--- src/rtl/srrx_pkg.sv ---
// srrx_pkg: shared types and constants for the selective-repeat receiver
// holds result kind codes, fixed port widths and controller/datapath structs
// no dependencies
package srrx_pkg;

    // fixed widths of the frame and result ports
    localparam int SEQ_PORT_W  = 3;
    localparam int DATA_PORT_W = 32;
    localparam int KIND_W      = 2;

    // result kind codes
    localparam logic [KIND_W-1:0] KIND_ACK     = 2'd0;
    localparam logic [KIND_W-1:0] KIND_NAK     = 2'd1;
    localparam logic [KIND_W-1:0] KIND_DELIVER = 2'd2;

    // commands from controller to datapath
    typedef struct packed {
        logic accept;   // take the frame on the input ports this cycle
        logic fetch;    // read the store at next expected
        logic deliver;  // emit one in-order frame and advance
    } cmd_t;

    // status from datapath to controller
    typedef struct packed {
        logic drain_start;  // accepted frame lets at least one delivery follow
        logic drain_more;   // another delivery follows the current one
    } stat_t;

endpackage

--- src/rtl/selective_repeat_receiver.sv ---
// selective_repeat_receiver: top level of the selective-repeat ARQ receiver
// joins the srrx_ctrl state machine and the srrx_dp datapath
// depends on srrx_pkg, srrx_ctrl, srrx_dp
//
// A frame beat is taken when start is high and busy is low. The ACK or NAK
// appears on the result ports, marked by strobe, in the cycle after the beat.
// A bad frame, or a good frame that frees nothing for delivery, leaves busy
// low again in that same cycle, so such frames can be taken every cycle.
// When frames become deliverable, busy goes high and the fetch state reads the
// payload store, then one in-order frame is delivered per cycle until the run
// is done; the single read port of the payload store sets that pace. last
// marks the final result of each frame.
// Results are shown for one cycle only and the receiver cannot stall them.
// There is no clearing pass after reset.
module selective_repeat_receiver
#(
    parameter int SEQ_COUNT     = 8,
    parameter int PAYLOAD_WIDTH = 32
)
(
    input  logic                                clk,
    input  logic                                rst_n,
    input  logic                                start,
    input  logic [srrx_pkg::SEQ_PORT_W-1:0]     seq_number,
    input  logic                                frame_bad,
    input  logic [srrx_pkg::DATA_PORT_W-1:0]    payload,
    output logic                                busy,
    output logic                                strobe,
    output logic [srrx_pkg::KIND_W-1:0]         kind,
    output logic [srrx_pkg::SEQ_PORT_W-1:0]     seq_out,
    output logic [srrx_pkg::DATA_PORT_W-1:0]    payload_out,
    output logic                                last
);

    srrx_pkg::cmd_t  cmd;
    srrx_pkg::stat_t stat;

    // sequencing
    srrx_ctrl u_ctrl
    (
        .clk   (clk),
        .rst_n (rst_n),
        .start (start),
        .stat  (stat),
        .busy  (busy),
        .cmd   (cmd)
    );

    // storage and result path
    srrx_dp
    #(
        .SEQ_COUNT     (SEQ_COUNT),
        .PAYLOAD_WIDTH (PAYLOAD_WIDTH)
    )
    u_dp
    (
        .clk         (clk),
        .rst_n       (rst_n),
        .cmd         (cmd),
        .seq_number  (seq_number),
        .frame_bad   (frame_bad),
        .payload     (payload),
        .stat        (stat),
        .strobe      (strobe),
        .kind        (kind),
        .seq_out     (seq_out),
        .payload_out (payload_out),
        .last        (last)
    );

endmodule

--- src/rtl/srrx_ctrl.sv ---
// srrx_ctrl: sequencing state machine of the selective-repeat receiver
// issues accept, fetch and deliver commands to srrx_dp
// depends on srrx_pkg
module srrx_ctrl
(
    input  logic           clk,
    input  logic           rst_n,
    input  logic           start,
    input  srrx_pkg::stat_t stat,
    output logic           busy,
    output srrx_pkg::cmd_t cmd
);

    localparam logic [1:0] ST_IDLE    = 2'd0;
    localparam logic [1:0] ST_FETCH   = 2'd1;
    localparam logic [1:0] ST_DELIVER = 2'd2;

    logic [1:0] state_reg;
    logic [1:0] state_next;

    // next state and command decode
    always_comb
    begin
        state_next  = state_reg;
        cmd.accept  = 1'b0;
        cmd.fetch   = 1'b0;
        cmd.deliver = 1'b0;
        busy        = 1'b1;
        unique case (state_reg)
            ST_IDLE:
            begin
                busy = 1'b0;
                if (start)
                begin
                    cmd.accept = 1'b1;
                    state_next = stat.drain_start ? ST_FETCH : ST_IDLE;
                end
            end
            ST_FETCH:
            begin
                cmd.fetch  = 1'b1;
                state_next = ST_DELIVER;
            end
            ST_DELIVER:
            begin
                cmd.deliver = 1'b1;
                state_next  = stat.drain_more ? ST_DELIVER : ST_IDLE;
            end
            default:
            begin
                state_next = ST_IDLE;
            end
        endcase
    end

    // state register
    always_ff @(posedge clk or negedge rst_n)
    begin
        if (!rst_n)
            state_reg <= ST_IDLE;
        else
            state_reg <= state_next;
    end

endmodule

--- src/rtl/srrx_dp.sv ---
// srrx_dp: datapath of the selective-repeat receiver
// held marks, next expected pointer, payload store and result registers
// depends on srrx_pkg
module srrx_dp
#(
    parameter int SEQ_COUNT     = 8,
    parameter int PAYLOAD_WIDTH = 32
)
(
    input  logic                                clk,
    input  logic                                rst_n,
    input  srrx_pkg::cmd_t                      cmd,
    input  logic [srrx_pkg::SEQ_PORT_W-1:0]     seq_number,
    input  logic                                frame_bad,
    input  logic [srrx_pkg::DATA_PORT_W-1:0]    payload,
    output srrx_pkg::stat_t                     stat,
    output logic                                strobe,
    output logic [srrx_pkg::KIND_W-1:0]         kind,
    output logic [srrx_pkg::SEQ_PORT_W-1:0]     seq_out,
    output logic [srrx_pkg::DATA_PORT_W-1:0]    payload_out,
    output logic                                last
);

    localparam int SEQ_W  = (SEQ_COUNT > 2) ? $clog2(SEQ_COUNT) : 1;
    localparam int SPW    = srrx_pkg::SEQ_PORT_W;
    localparam int DPW    = srrx_pkg::DATA_PORT_W;
    localparam int NUM_IN = 2 ** SPW;

    logic [SEQ_W-1:0]         mod_tab [NUM_IN];
    logic [SEQ_W-1:0]         seq_in;
    logic [SEQ_COUNT-1:0]     one_hot_base;
    logic [SEQ_COUNT-1:0]     seq_bit;
    logic [SEQ_COUNT-1:0]     marks_acc;
    logic [SEQ_COUNT-1:0]     marks_clr;
    logic                     held;
    logic                     store_we;
    logic [SEQ_W-1:0]         nexp_inc;
    logic [PAYLOAD_WIDTH+DPW-1:0] wr_wide;
    logic [PAYLOAD_WIDTH-1:0] wr_data;
    logic [PAYLOAD_WIDTH+DPW-1:0] rd_wide;
    logic [SEQ_W+SPW-1:0]     seq_in_wide;
    logic [SEQ_W+SPW-1:0]     nexp_wide;

    logic [SEQ_COUNT-1:0]     marks_reg;
    logic [SEQ_COUNT-1:0]     marks_next;
    logic [SEQ_W-1:0]         nexp_reg;
    logic [SEQ_W-1:0]         nexp_next;
    logic [PAYLOAD_WIDTH-1:0] rd_data_reg;
    logic [PAYLOAD_WIDTH-1:0] store_mem [SEQ_COUNT];

    logic                     strobe_reg;
    logic                     strobe_next;
    logic [srrx_pkg::KIND_W-1:0] kind_reg;
    logic [srrx_pkg::KIND_W-1:0] kind_next;
    logic [SPW-1:0]           seq_out_reg;
    logic [SPW-1:0]           seq_out_next;
    logic [DPW-1:0]           payload_out_reg;
    logic [DPW-1:0]           payload_out_next;
    logic                     last_reg;
    logic                     last_next;

    // sequence number modulo the window size, as a small constant table
    for (genvar i = 0; i < NUM_IN; i++)
    begin : g_mod
        assign mod_tab[i] = SEQ_W'(i % SEQ_COUNT);
    end

    assign seq_in = mod_tab[seq_number];

    // mark updates for an accepted frame and for a delivery
    assign one_hot_base = {{(SEQ_COUNT-1){1'b0}}, 1'b1};
    assign seq_bit      = one_hot_base << seq_in;
    assign held         = marks_reg[seq_in];
    assign marks_acc    = frame_bad ? marks_reg : (marks_reg | seq_bit);
    assign marks_clr    = marks_reg & ~(one_hot_base << nexp_reg);
    assign nexp_inc     = (nexp_reg == SEQ_W'(SEQ_COUNT - 1)) ? '0 : nexp_reg + 1'b1;
    assign store_we     = cmd.accept && !frame_bad && !held;

    assign stat.drain_start = !frame_bad && marks_acc[nexp_reg];
    assign stat.drain_more  = marks_clr[nexp_inc];

    // payload kept to its low PAYLOAD_WIDTH bits, widened back to the port
    assign wr_wide     = {{PAYLOAD_WIDTH{1'b0}}, payload};
    assign wr_data     = wr_wide[PAYLOAD_WIDTH-1:0];
    assign rd_wide     = {{DPW{1'b0}}, rd_data_reg};
    assign seq_in_wide = {{SPW{1'b0}}, seq_in};
    assign nexp_wide   = {{SPW{1'b0}}, nexp_reg};

    // control state next values
    always_comb
    begin
        marks_next = marks_reg;
        nexp_next  = nexp_reg;
        if (cmd.accept)
            marks_next = marks_acc;
        else if (cmd.deliver)
        begin
            marks_next = marks_clr;
            nexp_next  = nexp_inc;
        end
    end

    // result register next values
    always_comb
    begin
        strobe_next      = cmd.accept || cmd.deliver;
        kind_next        = kind_reg;
        seq_out_next     = seq_out_reg;
        payload_out_next = payload_out_reg;
        last_next        = last_reg;
        if (cmd.accept)
        begin
            kind_next        = frame_bad ? srrx_pkg::KIND_NAK : srrx_pkg::KIND_ACK;
            seq_out_next     = seq_in_wide[SPW-1:0];
            payload_out_next = '0;
            last_next        = !stat.drain_start;
        end
        else if (cmd.deliver)
        begin
            kind_next        = srrx_pkg::KIND_DELIVER;
            seq_out_next     = nexp_wide[SPW-1:0];
            payload_out_next = rd_wide[DPW-1:0];
            last_next        = !stat.drain_more;
        end
    end

    // marks, pointer and result strobe
    always_ff @(posedge clk or negedge rst_n)
    begin
        if (!rst_n)
        begin
            marks_reg  <= '0;
            nexp_reg   <= '0;
            strobe_reg <= 1'b0;
        end
        else
        begin
            marks_reg  <= marks_next;
            nexp_reg   <= nexp_next;
            strobe_reg <= strobe_next;
        end
    end

    // result payload registers
    always_ff @(posedge clk)
    begin
        kind_reg        <= kind_next;
        seq_out_reg     <= seq_out_next;
        payload_out_reg <= payload_out_next;
        last_reg        <= last_next;
    end

    // payload store: one write port, one registered read port
    always_ff @(posedge clk)
    begin
        if (store_we)
            store_mem[seq_in] <= wr_data;
        if (cmd.fetch)
            rd_data_reg <= store_mem[nexp_reg];
        else if (cmd.deliver)
            rd_data_reg <= store_mem[nexp_inc];
    end

    assign strobe      = strobe_reg;
    assign kind        = kind_reg;
    assign seq_out     = seq_out_reg;
    assign payload_out = payload_out_reg;
    assign last        = last_reg;

endmodule

--- config.mk ---
export PLATFORM = sky130hd
export DESIGN_NAME = selective_repeat_receiver
export DESIGN_NICKNAME = d
export VERILOG_FILES = /design/src/rtl/srrx_pkg.sv /design/src/rtl/selective_repeat_receiver.sv /design/src/rtl/srrx_ctrl.sv /design/src/rtl/srrx_dp.sv
export SDC_FILE = /design/constraint.sdc
export NUM_CORES = 1
export LEC_CHECK = 0
export ABC_CLOCK_PERIOD_IN_PS = 5900
export BUFFER_PORTS_ARGS = -buffer_cell sky130_fd_sc_hd__buf_4
export CAP_MARGIN = 0
export CELL_PAD_IN_SITES_DETAIL_PLACEMENT = 0
export CELL_PAD_IN_SITES_GLOBAL_PLACEMENT = 1
export CORE_MARGIN = 2
export CORE_UTILIZATION = 45
export CTS_CLUSTER_DIAMETER = 60
export DETAILED_ROUTE_END_ITERATION = 10
export PLACE_DENSITY = 0.78
export SYNTH_ARGS = -nofsm -noshare
export SYNTH_HDL_FRONTEND = slang
export SYNTH_SLANG_ARGS = --single-unit
--- constraint.sdc ---
create_clock -name clk -period 5.9 [get_ports clk]
set_clock_uncertainty 0.15 [all_clocks]
set_input_delay 0.295 -clock clk [delete_from_list [all_inputs] [get_ports clk]]
set_output_delay 0.295 -clock clk [all_outputs]
set_load 0.03 [all_outputs]
# After elaboration in Yosys (flattened, before gate mapping)
# Memory sizes are Yosys's and may differ from the RTL's.
# Cells that the tools add are included.
word_totals:
  out_inout_bits: 40
  wordCells: 71
  inputBits: 39
  reg_bits: 84
  romBits: 24
  memories: 2
  ramBits: 256
op_classes:
  reduce_logical: 12
  shifts: 2
  muxes: 32
  bitwise_logic: 5
  addsub: 1
  magnitude_cmp: 4
  eq_ne: 4
memory_table:
  columns: ["memory", "words", "width", "rd", "rd_ports_with_merged_regs", "write_ports", "line", "text"]
  rows:
  - ["u_dp.store_mem", 8, 32, 2, 0, 1, "srrx_dp.sv:49", "logic [PAYLOAD_WIDTH-1:0] store_mem [SEQ_COUNT];"]
  - ["(no name shown)", 8, 3, 1, 0, 0, "srrx_dp.sv:68", "assign seq_in = mod_tab[seq_number];"]
op_table:
  columns: ["op", "n"]
  rows:
  - ["32-bit two-way mux", 2]
  - ["8-bit two-way mux", 3]
  - ["1-bit by 3-bit << shifter with 8-bit output, first input constant", 2]
  - ["3-bit two-way mux", 5]
  - ["1-bit two-way mux", 14]
  - ["3-bit by 4-bit less-than comparator with 1-bit output, second input constant", 3]
  - ["1-bit binary-select mux with 3-bit select", 3]
  - ["8-bit bitwise AND", 1]
  - ["2-bit two-way mux", 4]
  - ["8-bit NOT", 1]
  - ["8-bit bitwise OR", 1]
  - ["2-bit case mux with 3 select lines", 1]
  - ["4-bit >= comparator, second input constant", 1]
  - ["1-bit logical NOT", 4]
  - ["3-bit NOT with 4-bit output", 1]
  - ["2-bit nonzero test", 2]
  - ["3-bit by 1-bit adder with 3-bit output, second input constant", 1]
  - ["3-bit == test, second input constant", 1]
  - ["1-bit logical AND", 3]
  - ["2-bit by 1-bit == test with 1-bit output, second input constant", 1]
  - ["2-bit == test, second input constant", 1]
  - ["2-bit logical NOT", 1]
  - ["2-bit != test, second input constant", 1]
  - ["2-bit AND reduction", 1]
  - ["2 further kinds", 2]

# Depth between registers and ports, before layout
# Gate-level depths: netlist of the first run.
logic_depth:
  word_depth: 13
  depth_mapped: 11
  mapped_depth_nobuf: 7

# Cells and area by module
# Synthesis of the first run repeated with hierarchy kept, for this count alone.
unflattened:
  hier_cells: 871
  area_unflattened_um2: 14999.4
modules_own_cells:
  columns: ["mod", "cells_each", "n_inst", "seq_area_each_um2", "area_each_um2"]
  rows:
  - ["srrx_dp", 863, 1, 9769.4, 14904.3]
  - ["srrx_ctrl", 8, 1, 50.0, 95.1]

# Least setup slack after synthesis of the first run
# OpenSTA, ideal clock, no wires.
synth_timing:
  kind: "register -> register"
  from: "register u_ctrl.state_reg[0]"
  to: "memory u_dp.store_mem[4][0], enable pin"
  path_slack_ns: 1.616
  required_time_ns: 5.289
  n_path_buf: 0
  arrival_time_ns: 3.674
  path_stages_with_launch: 8
  path_cell_list: "dfrtp_1 > inv_1 > ha_1 > and2_1 > nand2_1 > a2111oi_2 > nand3b_1 > nor3_1"
synth_between:
  elab_chain_cells: 6
synth_lines:
  columns: ["element", "line", "text"]
  rows:
  - ["start: declaration", "srrx_ctrl.sv:18", "logic [1:0] state_reg;"]
  - ["start signal: assignment", "srrx_ctrl.sv:62", "state_reg <= state_next;"]
  - ["2-bit logical NOT", "srrx_ctrl.sv:29", "unique case (state_reg)"]
  - ["1-bit two-way mux", "srrx_ctrl.sv:29", null]
  - ["1-bit logical AND (2 in a row)", "srrx_dp.sv:77", "assign store_we = cmd.accept && !frame_bad && !held;"]
  - ["1-bit two-way mux", "srrx_dp.sv:156", "if (store_we)"]
  - ["1-bit two-way mux (implied by the code)", "srrx_dp.sv:157", "store_mem[seq_in] <= wr_data;"]
  - ["end: declaration", "srrx_dp.sv:49", null]
# No other way between the ends.

# Worst setup path in the final report of the first run
layout_timing:
  from: "register u_ctrl.state_reg[0]"
  to: "memory u_dp.store_mem[6][16], enable pin"
# Same word-level chain as after synthesis.

==> key figures, run 1 <==
Hold path
  • Hold Path Class: primary input to async pin

Cells and area
  • Share of cells above drive strength 1: 19.9%
  • P&R area growth vs syn: 16.1%
  • Antenna cell count: 0
  • Nets: 1258
  • Max reg flops: between 200 and 300
  • Final Non-Filler Cells: 1684

STA
  • TNS Setup: 0 ns
  • Final Max Tran Viols: 0
  • RSZ-0062 raised after global routing: false
  • Hold WS: 0.0196 ns
  • Hold Violations, Final: 0
  • Slew headroom: 20.9%
  • Worst slew pin tran: 1.18 ns
  • Final worst-path cycle share: approximately two thirds
  • Tmin final: 4.00 ns
  • Final worst slack: 1.90 ns
  • Highest clock rate: 250 MHz
  • Endpoints failing setup: 0

CTS
  • Hold_buf cts: 34
  • H-tree levels: 2
  • Root buffer cell: clkbuf_16
  • Clock Sinks: 340
  • Post-CTS Setup Inserts: 0
  • Cts bufs inserted: 37
  • Post-CTS sizing: 0
  • CTS tree: yes
  • Worst-skew pair later-pin latency: approximately 0.52 ns
  • CTS clock-pin slew for the worst setup and hold paths: 0.06 ns
  • Clock Path Buffers: 3

Route
  • WL/cell: 22.4 um
  • Final ANT Viol Nets: 0
  • DR vias: 9987
  • Drt drc: 0
  • Initial drt markers: 838
  • Final WL: 37700 um
  • Avg Vias per Cell: 5.93
  • DRT Pass-1 Iters: 5

Synthesis
  • EDFF count, synth: a little under 300
  • Syn Inst Count: 1125
  • Average cell area after synthesis: 13.8 um^2
  • Yosys reg bits: 340
  • Register area share after synthesis: 63.4%
  • Most used DFF post-synth: edfxtp_1
  • Mapped Area: around 15000 um^2
  • Synth cell types: 47
  • Post-synth ARST share: 4.12%
  • Number of synthesis warnings: 0
  • Syn Nets: 1174

GRT
  • Initial antenna violation count: 0
  • GRT Residual Overflow: 0
  • Largest net degree at the start of global routing: 81
  • Vias in the first global route: 10100
  • First-pass GRT wire length: between 50000 and 60000 um
  • GRT Total Usage: 21.2%

Floorplan
  • Core footprint: 33700 um^2
  • I/O Pins: 79
  • Initial Utilization: 45.9%
  • Full die area: 35900 um^2
  • Die H: 189 um
  • Die Width: 189 um
  • Num rows: 67

Worst setup path
  • Nature of the critical path endpoint: register
  • Crit path required time: 5.96 ns
  • WP data arrival: 4.06 ns
  • Worst Path Max Fanout: 26
  • Kind of critical path: register to register
  • CP startpoint kind: register

Placement
  • Hpwl dp: 21300 um
  • Placed cells: 1584
  • Place WS: 1.84 ns
  • PortBufs: just under 80
  • Routability cong.: 0.844

Power
  • Worst vdd ir: 0.000345 V
  • P per Cell Area: 532 nW/um^2
  • Static Leak: 0.00614 uW

Run status
  • Outcome: complete, no violations

Flow run
  • Max-Cap Viols: 0
[where the power goes]
group | leakage (uW) | total (uW) | switching [uW] | internal [uW]
logic | 0.00247 | 4040 | 2530 | 1510
clock network | 0.000579 | 2250 | 924 | 1320
registers | 0.00309 | 3280 | 197 | 3090
total | 0.00614 | 9570 | 3650 | 5920
[synth_stat cells, drive strengths merged (8+ instances only)]
master / instances / area share (%)
nand2: 234 / 5.7
ha: 10 / 0.81
o21ai: 9 / 0.29
dfxtp: 32 / 4.1
buf: 46 / 1.8
mux2i: 68 / 4.4
dfrtp: 14 / 2.3
a31oi: 34 / 1.4
nor2: 43 / 1.1
mux4: 65 / 9.5
a211oi: 34 / 1.6
inv: 8 / 0.19
and2: 34 / 1.4
nand3: 35 / 1.1
a21oi: 9 / 0.29
edfxtp: 294 / 57
clkbuf: 46 / 1.1
a311oi: 64 / 3.6
[placed cells by master, fill, tap and decap left out, types with 3 or more instances in the layout]
cell           netlist  routed
edfxtp_1           294     294
nand2_1            234     234
buf_4               11     102
mux2i_1             68      68
mux4_2              65      65
a311oi_1            64      64
clkbuf_16            0      38
nor2_1              42      36
nand3_1             35      35
a211oi_1            34      34
a31oi_1             34      34
dlygate4sd3_1        0      34
and2_1              34      33
dfxtp_1             32      32
dfrtp_1             14      12
a21oi_1              9       9
clkbuf_1            46       9
o21ai_0              8       8
nor2_4               0       7
ha_1                10       7
inv_1                6       6
clkinv_2             0       5
clkinv_1             0       5
nor2b_1              5       4
clkbuf_8             0       4
nand2b_1             4       3
mux2_2               3       3
a22o_1               3       3
nand3b_1             3       3
and3_1               3       3
ha_2                 0       3
[path summary, 6_finish.rpt]
path	start	end	slack, ns	depth (start not counted)
setup / recovery	u_ctrl.state_reg[0]	u_dp.store_mem[6][16]	1.90	9
hold / removal	rst_n	u_dp.marks_reg[1]	0.02	2
setup reg to reg	u_ctrl.state_reg[0]	u_dp.store_mem[6][16]	1.90	9
hold reg to reg	u_dp.rd_data_reg[24]	u_dp.payload_out[24]	0.33	2
max in group asynchronous	rst_n	u_dp.nexp_reg[0]	5.38	2
min in group clk	frame_bad	u_dp.kind[0]	0.04	2
[cells by family after synthesis]
kind of cell | after synthesis | share of synthesized area (%)
XOR/XNOR | 2 | 0.113
adder cells (fa/ha/maj) | 10 | 0.808
AO/OA/AOI/OAI | 166 | 8.19
AND/OR/NAND/NOR | 371 | 10.3
buffers and inverters | 100 | 3.09
flip-flops | 340 | 63.4
multiplexers | 136 | 14.1
[per-stage QoR]
step                      util [%]  instance area, um^2  power (uW)
after floorplan                  -                15500        6220
after global placement        48.9                16500        7310
after detailed placement      48.9                16500        7360
after CTS                     53.4                18000        9620
after global routing          53.4                18000       10100
final                         53.4                18000        9570
[worst max-delay path, stage by stage (launching register included)]
cell       delay, ns
dfrtp_1         0.41
inv_1           0.14
ha_1            0.19
and2_2          0.35
buf_4           0.38
nand2_1         0.13
a2111oi_2       0.39
nand3b_1        0.35
nor2_4          0.84
buf_4           0.35
[area by class of cell]
| type | count | area (um^2) |
|---|---|---|
| clock buffers | 51 | 1040 |
| inverters | 8 | 30.0 |
| fillers | 2734 | 15700 |
| well taps | 448 | 561 |
| repair buffers | 137 | 1130 |
| multi-input cells | 685 | 5260 |
| clock inverters | 15 | 138 |
| flip-flops and latches | 340 | 9820 |
[metal layers]
| metal | wire length (um) | vias to the layer above | track usage [%] |
|---|---|---|---|
| met2 | 18200 | 377 | 34.9 |
| met4 | 701 | 0 | 6.02 |
| met5 | 0 | - | 0 |
| met3 | 2540 | 66 | 3.23 |
| li1 | - | 4507 | - |
| met1 | 16300 | 5037 | 29.5 |
No activity file was read; power rests on OpenSTA's default activity.
==> run 2, diff against run 1 <==
ABC_CLOCK_PERIOD_IN_PS = 3800   (was 5900)
clock period = 3.8 ns   (was 5.9 ns; I/O delays follow)
==> run 2 against run 1 <==
Against the previous run: largest cell class unchanged; clock power increased by 48%; utilization increased by 0.45 points; maximum frequency increased by 25%; hold slack improved by 0.021 ns; critical path depth decreased by 1; worst setup slack got worse by 1.3 ns; sequential cell count unchanged; register-to-register slack got worse by 1.3 ns; non-clock buffer count increased by 17; highest routed layer unchanged.
==> key figures, run 2 (same netlist as run 1, synthesis figures left out) <==
Placement
  • Placed cells: 1595
  • Routability cong.: 0.792
  • Place WS: 0.612 ns
  • PortBufs: 78
  • Hpwl dp: 22200 um

Hold path
  • Hold Path Class: primary input to register

Worst setup path
  • Nature of the critical path endpoint: register
  • Kind of critical path: register to register
  • Crit path required time: 3.85 ns
  • CP startpoint kind: register
  • Worst Path Max Fanout: 19
  • WP data arrival: 3.25 ns

STA
  • Final worst-path cycle share: 84.2%
  • Highest clock rate: ~310 MHz
  • Hold Violations, Final: 0
  • Final worst slack: 0.601 ns
  • Endpoints failing setup: 0
  • Slew headroom: 25.5%
  • Final Max Tran Viols: 0
  • Tmin final: 3.20 ns
  • RSZ-0062 raised after global routing: false
  • Worst slew pin tran: approximately 1.1 ns
  • TNS Setup: 0 ns

Power
  • Combinational Power Share: 43.7%
  • Switching share of power: 38.7%
  • Int Pwr: between 9000 and 10000 uW
  • Static Leak: 0.00621 uW
  • Clock power frac: between 20% and 30%
  • NetSw: 5770 uW
  • P per Cell Area: 822 nW/um^2
  • Sequential power share: 33.9%
  • Worst vdd ir: 0.000645 V

CTS
  • CTS tree: yes
  • Worst-skew pair later-pin latency: 0.51 ns
  • Post-CTS sizing: 0
  • H-tree levels: 2
  • Root buffer cell: clkbuf_16
  • Clock Sinks: 340
  • CTS clock-pin slew for the worst setup and hold paths: 0.06 ns
  • Clock Path Buffers: 3
  • Cts bufs inserted: 37

Cells and area
  • Antenna cell count: 0
  • Leading cell type in the layout, fill and taps excluded: edfxtp_1
  • Share of cells above drive strength 1: 20.1%
  • Max reg flops: 256
  • Nets: roughly 1300
  • Final Non-Filler Cells: 1702
  • Most frequent cells in the layout: edfxtp_1, nand2_1, buf_4, mux2i_1, mux4_2
  • P&R area growth vs syn: 17.1%
  • Layout fillers: 2751

Floorplan
  • Num rows: 67
  • Die Width: 189 um
  • Full die area: approximately 36000 um^2
  • Die H: 189 um
  • Initial Utilization: 45.9%
  • Core footprint: 33700 um^2
  • I/O Pins: just under 80

GRT
  • Initial antenna violation count: 0
  • GRT Residual Overflow: 0
  • Largest net degree at the start of global routing: 96
  • First-pass GRT wire length: 59900 um
  • Vias in the first global route: 10200
  • GRT Total Usage: 21.9%

Route
  • Initial drt markers: approximately 1000
  • Drt drc: 0
  • DRT Pass-1 Iters: 7
  • Avg Vias per Cell: 5.99
  • WL/cell: 23.0 um
  • Final WL: a little under 40000 um
  • Final ANT Viol Nets: 0
  • DR vias: 10200

Run status
  • Outcome: complete, no violations

Flow run
  • Max-Cap Viols: 0
## run 2: cell types whose count changed in the layout (fill, tap and decap cells not counted), moves of 4 or more
| cell | before | now |
|---|---|---|
| clkinv_1 | 5 | 12 |
| buf_4 | 102 | 108 |
| clkbuf_8 | 4 | 0 |
| buf_12 | 1 | 6 |
| dlygate4sd3_1 | 34 | 40 |
## run 2: area by class of cell
class	count	area, um^2	share of cell area [%]
multi-input combinational	685	5280	29.1
inverter	8	30.0	0.166
clock buffer	45	956	5.27
tap	448	561	3.09
sequential	340	9820	54.2
clock inverter	22	155	0.856
timing repair buffer	154	1330	7.34
## run 2: metal layers
layer | GRT usage [%] | routed length [um] | vias to the layer above
li1 | - | - | 4544
met1 | 30.1 | 16400 | 5141
met2 | 36.0 | 19000 | 445
met3 | 3.54 | 2850 | 67
met4 | 6.68 | 902 | 0
met5 | 0 | 0 | -
## run 2: critical path, stage by stage, from the launching register on
cell and delay, ns:
dfrtp_1 0.41, inv_1 0.13, ha_1 0.18, and2_2 0.33
nand2_1 0.14, a2111oi_2 0.39, nand3b_1 0.38, nor3_4 0.51
buf_12 0.25
## run 2: metrics by stage
stage                     util, %  cell area, um^2  power (uW)  hold slack [ns]
final                        53.8            18100       14900           0.0408
after floorplan                 -            15500        9660           -0.256
after CTS                    53.8            18100       15000           0.0103
after detailed placement     49.3            16600       11600          -0.0879
after global routing         53.8            18100       15700           0.0634
after global placement       49.3            16600       11500          -0.0943
## run 2: worst paths after layout
| kind | from | endpoint | slack (ns) | depth (start not counted) |
|---|---|---|---|---|
| max | u_ctrl.state_reg[0] | u_dp.store_mem[4][19] | 0.60 | 8 |
| max in group asynchronous | rst_n | u_dp.nexp_reg[0] | 2.21 | 3 |
| min | seq_number[2] | u_dp.marks_reg[1] | 0.04 | 4 |
| min in group asynchronous | rst_n | u_dp.marks_reg[3] | 0.70 | 3 |
| min reg2reg | u_dp.rd_data_reg[23] | u_dp.payload_out[23] | 0.33 | 2 |
| max reg2reg | u_ctrl.state_reg[0] | u_dp.store_mem[4][19] | 0.60 | 8 |
## run 2: timing repair
action,4_1_cts,5_1_grt
hold endpoints to repair,280,0
setup buffers,0,0
hold buffers,40,0
## run 2: power groups by stage
stage	clock, uW	sequential, uW	combinational, uW
5_1_grt	3530	5110	7050
6_report	3330	5060	6520
4_1_cts	3390	5070	6520
3_5_place_dp	0	5140	6450
3_3_place_gp	0	5130	6400
2_1_floorplan	0	5420	4240
